===== src/hw/rtl/tpsc_pkg.sv =====
`default_nettype none
package tpsc_pkg;

  // Default build values
  localparam int SLOTS_DEF         = 8;
  localparam int VRAM_BASE_COL_DEF = 512;
  localparam int PAGE_WORDS_DEF    = 64;

  // Widest slot index the block supports (up to 16 slots)
  localparam int SLOT_IDX_W = 4;

  localparam logic [31:0] STAMP_NONE = 32'hffff_ffff;

  // Request commands
  localparam logic CMD_LOOKUP = 1'b0;
  localparam logic CMD_FRAME  = 1'b1;

  // Result status codes
  localparam logic [2:0] ST_HIT       = 3'd0;
  localparam logic [2:0] ST_ALLOC     = 3'd1;
  localparam logic [2:0] ST_NO_SLOT   = 3'd2;
  localparam logic [2:0] ST_BAD_ATLAS = 3'd3;
  localparam logic [2:0] ST_FRAME     = 3'd4;

  typedef logic [SLOT_IDX_W-1:0] slot_idx_t;

  typedef struct packed {
    logic        command;
    logic [15:0] atlas_id;
    logic [2:0]  page_col;
    logic [1:0]  page_row;
    logic        depth_mode;
  } tpsc_req_t;

  typedef struct packed {
    logic [2:0] status;
    logic [3:0] slot_index;
    logic [9:0] vram_col;
  } tpsc_rsp_t;

  // Page tag held per slot
  typedef struct packed {
    logic [15:0] atlas;
    logic [2:0]  col;
    logic [1:0]  row;
    logic        depth;
  } tag_t;

  // Running outcome of the slot scan
  typedef struct packed {
    logic      hit;
    slot_idx_t hit_idx;
    logic      inv;
    slot_idx_t inv_idx;
    logic      vic;
    slot_idx_t vic_idx;
  } scan_res_t;

endpackage
`default_nettype wire


===== src/hw/rtl/tpsc_slot_store.sv =====
`default_nettype none
module tpsc_slot_store #(
  parameter int SLOTS = tpsc_pkg::SLOTS_DEF,
  localparam int IDX_W = (SLOTS > 1) ? $clog2(SLOTS) : 1
) (
  input  wire logic                   clk,
  input  wire logic                   rst_n,
  input  wire logic [IDX_W-1:0]       rd_idx,
  output logic                        rd_valid,
  output tpsc_pkg::tag_t              rd_tag,
  output logic [31:0]                 rd_stamp,
  input  wire logic                   wr_en,
  input  wire logic                   wr_fill,
  input  wire logic [IDX_W-1:0]       wr_idx,
  input  wire tpsc_pkg::tag_t         wr_tag,
  input  wire logic [31:0]            wr_stamp
);
  import tpsc_pkg::*;

  logic [SLOTS-1:0] valid_r;
  tag_t             tag_r   [SLOTS];
  logic [31:0]      stamp_r [SLOTS];

  // Valid bits: cleared on reset, set on fill
  always_ff @(posedge clk) begin
    if (!rst_n) begin
      valid_r <= '0;
    end else if (wr_en && wr_fill) begin
      valid_r[wr_idx] <= 1'b1;
    end
  end

  // Tag and stamp storage
  always_ff @(posedge clk) begin
    if (wr_en) begin
      stamp_r[wr_idx] <= wr_stamp;
      if (wr_fill) begin
        tag_r[wr_idx] <= wr_tag;
      end
    end
  end

  // Scan read port
  assign rd_valid = valid_r[rd_idx];
  assign rd_tag   = tag_r[rd_idx];
  assign rd_stamp = stamp_r[rd_idx];

endmodule
`default_nettype wire


===== src/hw/rtl/tpsc_scan_unit.sv =====
`default_nettype none
module tpsc_scan_unit (
  input  wire logic                clk,
  input  wire logic                step,
  input  wire logic                first,
  input  wire tpsc_pkg::slot_idx_t cur_idx,
  input  wire logic                cur_valid,
  input  wire tpsc_pkg::tag_t      cur_tag,
  input  wire logic [31:0]         cur_stamp,
  input  wire tpsc_pkg::tag_t      req_tag,
  input  wire logic [31:0]         frame,
  output tpsc_pkg::scan_res_t      res
);
  import tpsc_pkg::*;

  scan_res_t   res_r,    res_nxt;
  logic [31:0] oldest_r, oldest_nxt;
  scan_res_t   base;
  logic [31:0] oldest_base;

  // One slot per step: tag match, first invalid, oldest unpinned stamp
  always_comb begin
    base        = first ? '0 : res_r;
    oldest_base = first ? STAMP_NONE : oldest_r;
    res_nxt     = base;
    oldest_nxt  = oldest_base;
    if (!base.hit && cur_valid && (cur_tag == req_tag)) begin
      res_nxt.hit     = 1'b1;
      res_nxt.hit_idx = cur_idx;
    end
    if (!base.inv && !cur_valid) begin
      res_nxt.inv     = 1'b1;
      res_nxt.inv_idx = cur_idx;
    end
    // strict less keeps the lowest index on a tie
    if (cur_valid && (cur_stamp != frame) && (cur_stamp < oldest_base)) begin
      res_nxt.vic     = 1'b1;
      res_nxt.vic_idx = cur_idx;
      oldest_nxt      = cur_stamp;
    end
  end

  always_ff @(posedge clk) begin
    if (step) begin
      res_r    <= res_nxt;
      oldest_r <= oldest_nxt;
    end
  end

  assign res = res_r;

endmodule
`default_nettype wire


===== src/hw/rtl/texture_page_slot_cache.sv =====
// Lookup: the request is scanned in S_SCAN, one slot checked per cycle by
// the shared tag/stamp compare unit, then resolved in S_DONE. A frame
// request goes straight to S_DONE. The result strobe is registered from S_DONE.
// busy stays high until the result strobe; a new request may start then.
// Reset (synchronous, rst_n low): all slots invalid, frame counter 1,
// atlas count 0. Results cannot be stalled by the receiver.
`default_nettype none
module texture_page_slot_cache #(
  parameter int SLOTS         = tpsc_pkg::SLOTS_DEF,
  parameter int VRAM_BASE_COL = tpsc_pkg::VRAM_BASE_COL_DEF,
  parameter int PAGE_WORDS    = tpsc_pkg::PAGE_WORDS_DEF
) (
  input  wire logic               clk,
  input  wire logic               rst_n,
  input  wire logic               start,
  output logic                    busy,
  input  wire tpsc_pkg::tpsc_req_t in_req,
  output logic                    out_strobe,
  output tpsc_pkg::tpsc_rsp_t     out_rsp,
  input  wire logic               cfg_valid,
  output logic                    cfg_ready,
  input  wire logic [15:0]        cfg_data
);
  import tpsc_pkg::*;

  localparam int IDX_W = (SLOTS > 1) ? $clog2(SLOTS) : 1;
  localparam logic [IDX_W-1:0] LAST_IDX = IDX_W'(SLOTS - 1);

  typedef enum logic [2:0] {
    S_IDLE = 3'b001,
    S_SCAN = 3'b010,
    S_DONE = 3'b100
  } state_t;

  state_t           state_r, state_nxt;
  logic [IDX_W-1:0] idx_r, idx_nxt;
  tpsc_req_t        req_r;
  logic [31:0]      frame_r, frame_nxt;
  logic [15:0]      atlas_count_r;
  logic             out_strobe_r;
  tpsc_rsp_t        out_rsp_r, rsp_nxt;

  tag_t             req_tag;
  logic             rd_valid;
  tag_t             rd_tag;
  logic [31:0]      rd_stamp;
  scan_res_t        scan;
  logic             wr_en, wr_fill;
  slot_idx_t        sel_idx;
  logic             accept;

  assign accept    = start && (state_r == S_IDLE);
  assign busy      = (state_r != S_IDLE);
  assign cfg_ready = 1'b1;
  assign req_tag   = '{atlas: req_r.atlas_id, col: req_r.page_col,
                       row: req_r.page_row, depth: req_r.depth_mode};

  tpsc_slot_store #(.SLOTS(SLOTS)) u_store (
    .clk      (clk),
    .rst_n    (rst_n),
    .rd_idx   (idx_r),
    .rd_valid (rd_valid),
    .rd_tag   (rd_tag),
    .rd_stamp (rd_stamp),
    .wr_en    (wr_en),
    .wr_fill  (wr_fill),
    .wr_idx   (sel_idx[IDX_W-1:0]),
    .wr_tag   (req_tag),
    .wr_stamp (frame_r)
  );

  tpsc_scan_unit u_scan (
    .clk       (clk),
    .step      (state_r == S_SCAN),
    .first     (idx_r == '0),
    .cur_idx   (SLOT_IDX_W'(idx_r)),
    .cur_valid (rd_valid),
    .cur_tag   (rd_tag),
    .cur_stamp (rd_stamp),
    .req_tag   (req_tag),
    .frame     (frame_r),
    .res       (scan)
  );

  // Sequencer
  always_comb begin
    state_nxt = state_r;
    idx_nxt   = idx_r;
    unique case (state_r)
      S_IDLE: begin
        idx_nxt = '0;
        if (start) begin
          state_nxt = (in_req.command == CMD_FRAME) ? S_DONE : S_SCAN;
        end
      end
      S_SCAN: begin
        if (idx_r == LAST_IDX) begin
          state_nxt = S_DONE;
        end else begin
          idx_nxt = idx_r + 1'b1;
        end
      end
      S_DONE: begin
        state_nxt = S_IDLE;
      end
      default: state_nxt = S_IDLE;
    endcase
  end

  // Resolve the request in S_DONE, after the scan for a lookup
  always_comb begin
    frame_nxt = frame_r;
    wr_en     = 1'b0;
    wr_fill   = 1'b0;
    sel_idx   = '0;
    rsp_nxt   = '0;
    if (req_r.command == CMD_FRAME) begin
      frame_nxt = frame_r + 32'd1;
      if (frame_nxt == '0) begin
        frame_nxt = 32'd1;
      end
      rsp_nxt.status = ST_FRAME;
    end else if (scan.hit) begin
      wr_en          = 1'b1;
      sel_idx        = scan.hit_idx;
      rsp_nxt.status = ST_HIT;
    end else if (req_r.atlas_id >= atlas_count_r) begin
      rsp_nxt.status = ST_BAD_ATLAS;
    end else if (scan.inv || scan.vic) begin
      wr_en          = 1'b1;
      wr_fill        = 1'b1;
      sel_idx        = scan.inv ? scan.inv_idx : scan.vic_idx;
      rsp_nxt.status = ST_ALLOC;
    end else begin
      rsp_nxt.status = ST_NO_SLOT;
    end
    if (wr_en) begin
      rsp_nxt.slot_index = sel_idx;
      rsp_nxt.vram_col   = 10'(VRAM_BASE_COL + int'(sel_idx) * PAGE_WORDS);
    end
    if (state_r != S_DONE) begin
      frame_nxt = frame_r;
      wr_en     = 1'b0;
    end
  end

  // Control registers
  always_ff @(posedge clk) begin
    if (!rst_n) begin
      state_r       <= S_IDLE;
      idx_r         <= '0;
      frame_r       <= 32'd1;
      atlas_count_r <= '0;
      out_strobe_r  <= 1'b0;
    end else begin
      state_r      <= state_nxt;
      idx_r        <= idx_nxt;
      frame_r      <= frame_nxt;
      out_strobe_r <= (state_r == S_DONE);
      if (cfg_valid && cfg_ready) begin
        atlas_count_r <= cfg_data;
      end
    end
  end

  // Request and result payload
  always_ff @(posedge clk) begin
    if (accept) begin
      req_r <= in_req;
    end
    if (state_r == S_DONE) begin
      out_rsp_r <= rsp_nxt;
    end
  end

  assign out_strobe = out_strobe_r;
  assign out_rsp    = out_rsp_r;

endmodule
`default_nettype wire


===== config.mk =====
export PLATFORM = sky130hd
export DESIGN_NAME = texture_page_slot_cache
export DESIGN_NICKNAME = d
export VERILOG_FILES = /design/src/hw/rtl/tpsc_pkg.sv /design/src/hw/rtl/tpsc_slot_store.sv /design/src/hw/rtl/tpsc_scan_unit.sv /design/src/hw/rtl/texture_page_slot_cache.sv
export SDC_FILE = /design/constraint.sdc
export NUM_CORES = 1
export LEC_CHECK = 0
export BUFFER_PORTS_ARGS = -buffer_cell sky130_fd_sc_hd__buf_4
export CORE_ASPECT_RATIO = 0.9
export CORE_MARGIN = 4
export CORE_UTILIZATION = 45
export DETAILED_ROUTE_END_ITERATION = 10
export PLACE_DENSITY_LB_ADDON = 0.1
export SLEW_MARGIN = 25
export SYNTH_ARGS = -nofsm -noshare
export SYNTH_HDL_FRONTEND = slang
export SYNTH_SLANG_ARGS = --single-unit

===== constraint.sdc =====
create_clock -name clk -period 6.95 [get_ports clk]
set_input_delay 1.39 -clock clk [delete_from_list [all_inputs] [get_ports clk]]
set_output_delay 1.39 -clock clk [all_outputs]
set_load 0.01 [all_outputs]

==> results of run 1 <==
-- synthesized netlist by cell type (29+ instances only) --
| cell | number |
|---|---|
| a21oi_1 | 31 |
| clkbuf_1 | 38 |
| dfxtp_1 | 66 |
| edfxtp_1 | 506 |
| ha_1 | 51 |
| inv_1 | 56 |
| mux2i_1 | 148 |
| mux4_2 | 78 |
| nand2_1 | 56 |
| nor2_1 | 112 |
| xnor2_1 | 58 |
| xor2_1 | 29 |
-- power breakdown --
part / total [mW] / switching (mW) / leakage, nW / internal, mW
clock network: 3.18 / 1.28 / 0.942 / 1.89
logic: 0.132 / 0.0771 / 2.87 / 0.0545
registers: 3.77 / 0.0355 / 5.06 / 3.74
-- per-layer routing --
metal  share of wire  vias up  wire length [um]  track usage
met1            0.50     6719             27510       0.3073
met4           0.017        0               942      0.04326
met3           0.055       73              3064      0.03698
li1                -     6018                 -            -
met2            0.43      308             23800       0.2689
met5               0        -                 0            0
-- area by class of cell --
type | instances | area, um2
fill | 4393 | 25620
sequential | 572 | 16530
multi-input combinational | 826 | 7242
clock buffer | 85 | 1635
tap | 697 | 872.1
timing repair buffer | 92 | 723.2
clock inverter | 26 | 317.8
inverter | 57 | 214.0
-- metrics by stage --
stage / util / hold WS (ns) / cell area (um2) / cells
final: 0.5180 / 0.4544 / 27530 / 2355
after floorplan: - / 0.4198 / 24300 / 1544
after CTS: 0.5180 / 0.4624 / 27530 / 2355
after global placement: 0.4807 / 0.4331 / 25550 / 2243
after detailed placement: 0.4812 / 0.4485 / 25580 / 2244
after global routing: 0.5180 / 0.4869 / 27530 / 2355
-- critical path: cells and delay by family, from the launching register on --
kind            cells  cell delay [ns]
flops               1             0.81
simple gates        3             0.54
buf+inv             3             1.24
mux                 2             0.97
compound gates      4             0.84
fa+ha+maj           1             0.33
-- registers in the layout (all words and copies together) (netlist names), named ones only --
register and cells:
state_r 3, req_r 23, u_scan.res 12, out_strobe 1, u_store.stamp_r 256, atlas_count_r 16, out_rsp 7, u_store.tag_r 176
idx_r 3, u_store.valid_r 8, u_scan.oldest_r 32, frame_r 32
-- cells by family after synthesis --
kind of cell | after synthesis | synth area share
flip-flops | 572 | 0.6804
multiplexers | 231 | 0.1357
AO/OA/AOI/OAI | 131 | 0.03629
XOR/XNOR | 87 | 0.03139
adder cells (fa/ha/maj) | 51 | 0.02629
AND/OR/NAND/NOR | 318 | 0.06294
other | 2 | 0.0003094
buffers and inverters | 146 | 0.02670
-- worst min-delay path by stage --
stage	start	slack (ns)	end	depth (start not counted)
3_5_place_dp	u_store.valid_r[0]	0.45	u_store.valid_r[0]	2
2_1_floorplan	u_store.valid_r[2]	0.42	u_store.valid_r[2]	2
6_report	u_store.valid_r[0]	0.45	u_store.valid_r[0]	2
4_1_cts	u_store.valid_r[0]	0.46	u_store.valid_r[0]	2
3_3_place_gp	u_store.valid_r[2]	0.43	u_store.valid_r[2]	2
5_1_grt	u_store.valid_r[7]	0.49	u_store.valid_r[7]	1
==> metrics, run 1 <==
top cells by area, synth=edfxtp_1, mux4_2, mux2i_1; Tcrit/Tclk final=0.7292; Final Slew Violations=0; cells on worst reg2reg path=13; Detailed Place HPWL=34.69 mm; P&R area growth vs syn=13.42%; top_reg_cell synth=edfxtp_1; via count=about 13,000; worst slack at placement=~1.8 ns; Worst slew margin=0.3056; Die Y=between 200 and 250 um; final antenna-violating net count=0; clock-pin slew on the worst setup and hold paths=0.06 ns; VDD IR max=approximately 200 uV; post-DR wirelength/cell=about 23 um; CP Data Required Time=7.25 ns; Num CTS Buffers=between 50 and 60; commonest non-fill, non-tap cell in the layout=edfxtp_1; Post-CTS Setup Bufs=0; total power=between 7 and 8 mW; flop2flop setup slack=1.88 ns; CP Capture Type=register; CTS resizes=0; DR DRC count=0; die width=252.8 um; largest net degree at the start of global routing=55; global route overflow=0; Max Fanout on Critical Path=45; clock sink count=around 570; final setup margin=about 1.9 ns; initial antenna violation count=0; layout cells sized above 1=0.1719; boundary pin count=63; Slowest cell on crit path=dfxtp_4; Setup TNS=0 ns; ys async rst share=0; Bufs on Longest Clock Path=3; library cells used by synthesis=52; Ant. Diodes=0; # setup viols final=0; Core ar.=approximately 0.053 mm2; GPL Wtd Cong=just over 0.8; clk root buf=clkbuf_16; Initial Utilization=0.4567; mapped cell area=0.02427 mm2; commonest non-fill, non-tap cells in the layout=edfxtp_1, mux2i_1, nor2_1, buf_4, mux4_2; register area share after synthesis=0.6804; cts hold-fix bufs=0; vias per cell=between 5 and 6; DRT iter0 DRCs=roughly 1,000; unrepaired setup endpoints after global routing=false; vias in the first global route=between 10,000 and 15,000; Net count, final=between 1,500 and 2,000; area share of the largest cell type after synthesis=0.6259; number of synthesized register bits=about 570; Post-synth EDFFs=506; Crit path top cell by count=buf_4; number of port buffers=between 50 and 60; CTS tree=done; dominant cell type by area after synthesis=edfxtp_1; Layout Skew=0.01687 ns; Avg Cell Area, Syn=between 15 and 20 um2; drt first pass iters=5; Die ar.=roughly 0.058 mm2; Max Cap Viol=0; htree depth=2; FP Rows=80; Yosys warnings=0; critical path endpoint=u_scan.res[0]; reg2reg end=u_scan.res[0]; GRT Util Overall=0.1908; fin crit period=between 5 and 6 ns; type of the worst setup path=reg2reg; Critical Path Start Type=register; Final Hold Viols=0; status=complete, no violations; clk_lat worst skew=0.61 ns; Max stage delay on crit path=about 0.81 ns; hold crit path type=reg2reg; crit-path cells=buf_4 -> mux4_2 -> mux2i_1 -> inv_1 -> ha_1 -> nand3_1 -> nand2_1 -> a21oi_1 -> o211ai_1 -> a211o_1 -> nor2_4 -> buf_4 -> o21a_1; drt total wl=approximately 55 mm; Pleak=roughly 9 nW; first-pass GRT wire length=83.40 mm; Power Density=257.1 mW/mm2; fmax=approximately 0.20 GHz; Mapped Cells=around 1,500; Least-Margin Pin Slew=approximately 1.0 ns; WP data arrival=approximately 5.4 ns
Note: power is estimated with default switching activity, not from simulation.
==> inputs of run 2 (changes only) <==
- clock period: 6.95 -> 5.05 ns (I/O delays scaled with it)
==> metrics, run 2 (synthesized netlist as in run 1, its figures left out) <==
status=complete, no violations (unchanged); type of the worst setup path=reg2reg (unchanged); CP Data Required Time=5.29 ns (was 7.25 ns); total power=9.424 mW (was 7.079 mW); drt total wl=54.86 mm (was 55.31 mm); fin crit period=4.231 ns (was 5.068 ns); fmax=0.2363 GHz (was 0.1973 GHz); Slowest cell on crit path=buf_4 (was dfxtp_4); DR DRC count=0 (unchanged); Tcrit/Tclk final=0.8379 (was 0.7292); Initial Utilization=0.4567 (unchanged); Final Hold Viols=0 (unchanged); WHS=0.4596 ns (was 0.4544 ns); Layout Skew=0.01447 ns (was 0.01687 ns); GRT Util Overall=0.1893 (was 0.1908); Ant. Diodes=0 (unchanged); final setup margin=0.8187 ns (was 1.882 ns); Layout Utilization=0.5178 (was 0.5180); WP data arrival=4.47 ns (was 5.37 ns); clk root buf=clkbuf_16 (unchanged); CTS tree=done (unchanged); Power Density=342.4 mW/mm2 (was 257.1 mW/mm2); first-pass GRT wire length=83.33 mm (was 83.40 mm); Post-CTS Setup Bufs=0 (unchanged); Bufs on Longest Clock Path=3 (unchanged); Least-Margin Pin Slew=0.9810 ns (was 1.038 ns); VDD IR max=268.3 uV (was 200.0 uV); worst slack at placement=0.7917 ns (was 1.829 ns); DRT iter0 DRCs=1,086 (was 1,018); vias in the first global route=13,297 (was 12,968); Max Fanout on Critical Path=32 (was 45); post-DR wirelength/cell=23.12 um (was 23.49 um); layout cells sized above 1=0.1802 (was 0.1719); Num CTS Buffers=58 (was 59); P&R area growth vs syn=13.38% (was 13.42%); register name with the most flops=u_store.stamp_r (unchanged); Largest regs=u_store.stamp_r x256, u_store.tag_r x176 (unchanged); clk_lat worst skew=0.61 ns (about the same); unrepaired setup endpoints after global routing=false (unchanged); Die Y=228.3 um (unchanged); Critical Path Start Type=register (unchanged); Worst slew margin=0.3436 (was 0.3056); Final Slew Violations=0 (unchanged); final antenna-violating net count=0 (unchanged); Core ar.=0.05315 mm2 (unchanged); # setup viols final=0 (unchanged); CTS resizes=0 (unchanged); Pleak=8.895 nW (was 8.869 nW); hold crit path type=reg2reg (unchanged); CP Capture Type=register (unchanged); clock-pin slew on the worst setup and hold paths=0.06 ns (about the same); Setup TNS=0 ns (unchanged); FP Rows=80 (unchanged); global route overflow=0 (unchanged); Net count, final=1,722 (was 1,702); boundary pin count=63 (unchanged); clock sink count=572 (unchanged); Top delay family on crit path=compound AO/OA/AOI/OAI gates (was buffers and inverters); commonest non-fill, non-tap cell in the layout=edfxtp_1 (unchanged); Max Cap Viol=0 (unchanged); Die ar.=0.05773 mm2 (unchanged); Crit path buffers/inverters=2 (was 3); largest net degree at the start of global routing=51 (was 55); cts hold-fix bufs=0 (unchanged); vias per cell=5.525 (was 5.570); via count=13,111 (was 13,118); commonest non-fill, non-tap cells in the layout=edfxtp_1, mux2i_1, buf_4, nor2_1, mux4_2 (was edfxtp_1, mux2i_1, nor2_1, buf_4, mux4_2); die width=252.8 um (unchanged); htree depth=2 (unchanged); Max stage delay on crit path=0.57 ns (was 0.81 ns); Detailed Place HPWL=33.06 mm (was 34.69 mm); drt first pass iters=5 (unchanged); number of port buffers=54 (unchanged); GPL Wtd Cong=0.7769 (was 0.8048); initial antenna violation count=0 (unchanged); max reg flops=256 (unchanged); crit-path cells=ha_1 -> a21o_1 -> a21o_1 -> a21oi_1 -> o211ai_1 -> a211oi_1 -> buf_4 -> a22oi_1 -> or3_1 -> nor2_4 -> buf_4 (was buf_4 -> mux4_2 -> mux2i_1 -> inv_1 -> ha_1 -> nand3_1 -> nand2_1 -> a21oi_1 -> o211ai_1 -> a211o_1 -> nor2_4 -> buf_4 -> o21a_1)
run 2: cell count changes in the layout (fill, tap and decap cells not counted), moves of 2 or more:
cell,delta
buf_4,+21
bufinv_16,-4
clkbuf_1,-5
clkbuf_16,-2
clkbuf_8,-2
clkinv_1,+6
clkinv_2,+2
run 2: final cells by class:
type                    instances  area, um2
inverters                      57      214.0
well taps                     697      872.1
repair buffers                113      873.3
clock buffers                  76       1539
flip-flops and latches        572      16530
clock inverters                32      246.5
fillers                      4422      25630
multi-input cells             826       7251
run 2: power breakdown:
group | internal, mW | switching [mW]
logic | 0.0766 | 0.106
clock network | 2.29 | 1.76
registers | 5.14 | 0.0479
total | 7.51 | 1.91
run 2: per-stage QoR:
stage / instances / cell area (um2)
floorplan: 1544 / 24300
global placement: 2265 / 25740
detailed placement: 2265 / 25740
CTS: 2373 / 27520
global route: 2373 / 27520
finish: 2373 / 27520
run 2: layer usage:
layer	up-vias	wire length, um	global-route usage
met5	-	0	0
met1	6713	26680	0.2949
met4	0	804	0.03930
met2	290	24580	0.2852
met3	56	2781	0.02901
li1	6052	-	-
run 2: worst paths after layout:
kind                      start                endpoint  slack (ns)  cells past startpoint
min reg2reg  u_store.valid_r[3]      u_store.valid_r[3]        0.46                      2
max reg2reg           req_r[15]  u_store.stamp_r[2][13]        0.82                     11
min          u_store.valid_r[3]      u_store.valid_r[3]        0.46                      2
max                   req_r[15]  u_store.stamp_r[2][13]        0.82                     11
run 2: worst reg2reg max path: stages, from the launching register on:
cell and delay [ns]:
edfxtp_1 0.53, ha_1 0.37, a21o_1 0.18, a21o_1 0.17
a21oi_1 0.28, o211ai_1 0.30, a211oi_1 0.41, buf_4 0.21
a22oi_1 0.11, or3_1 0.53, nor2_4 0.15, buf_4 0.57
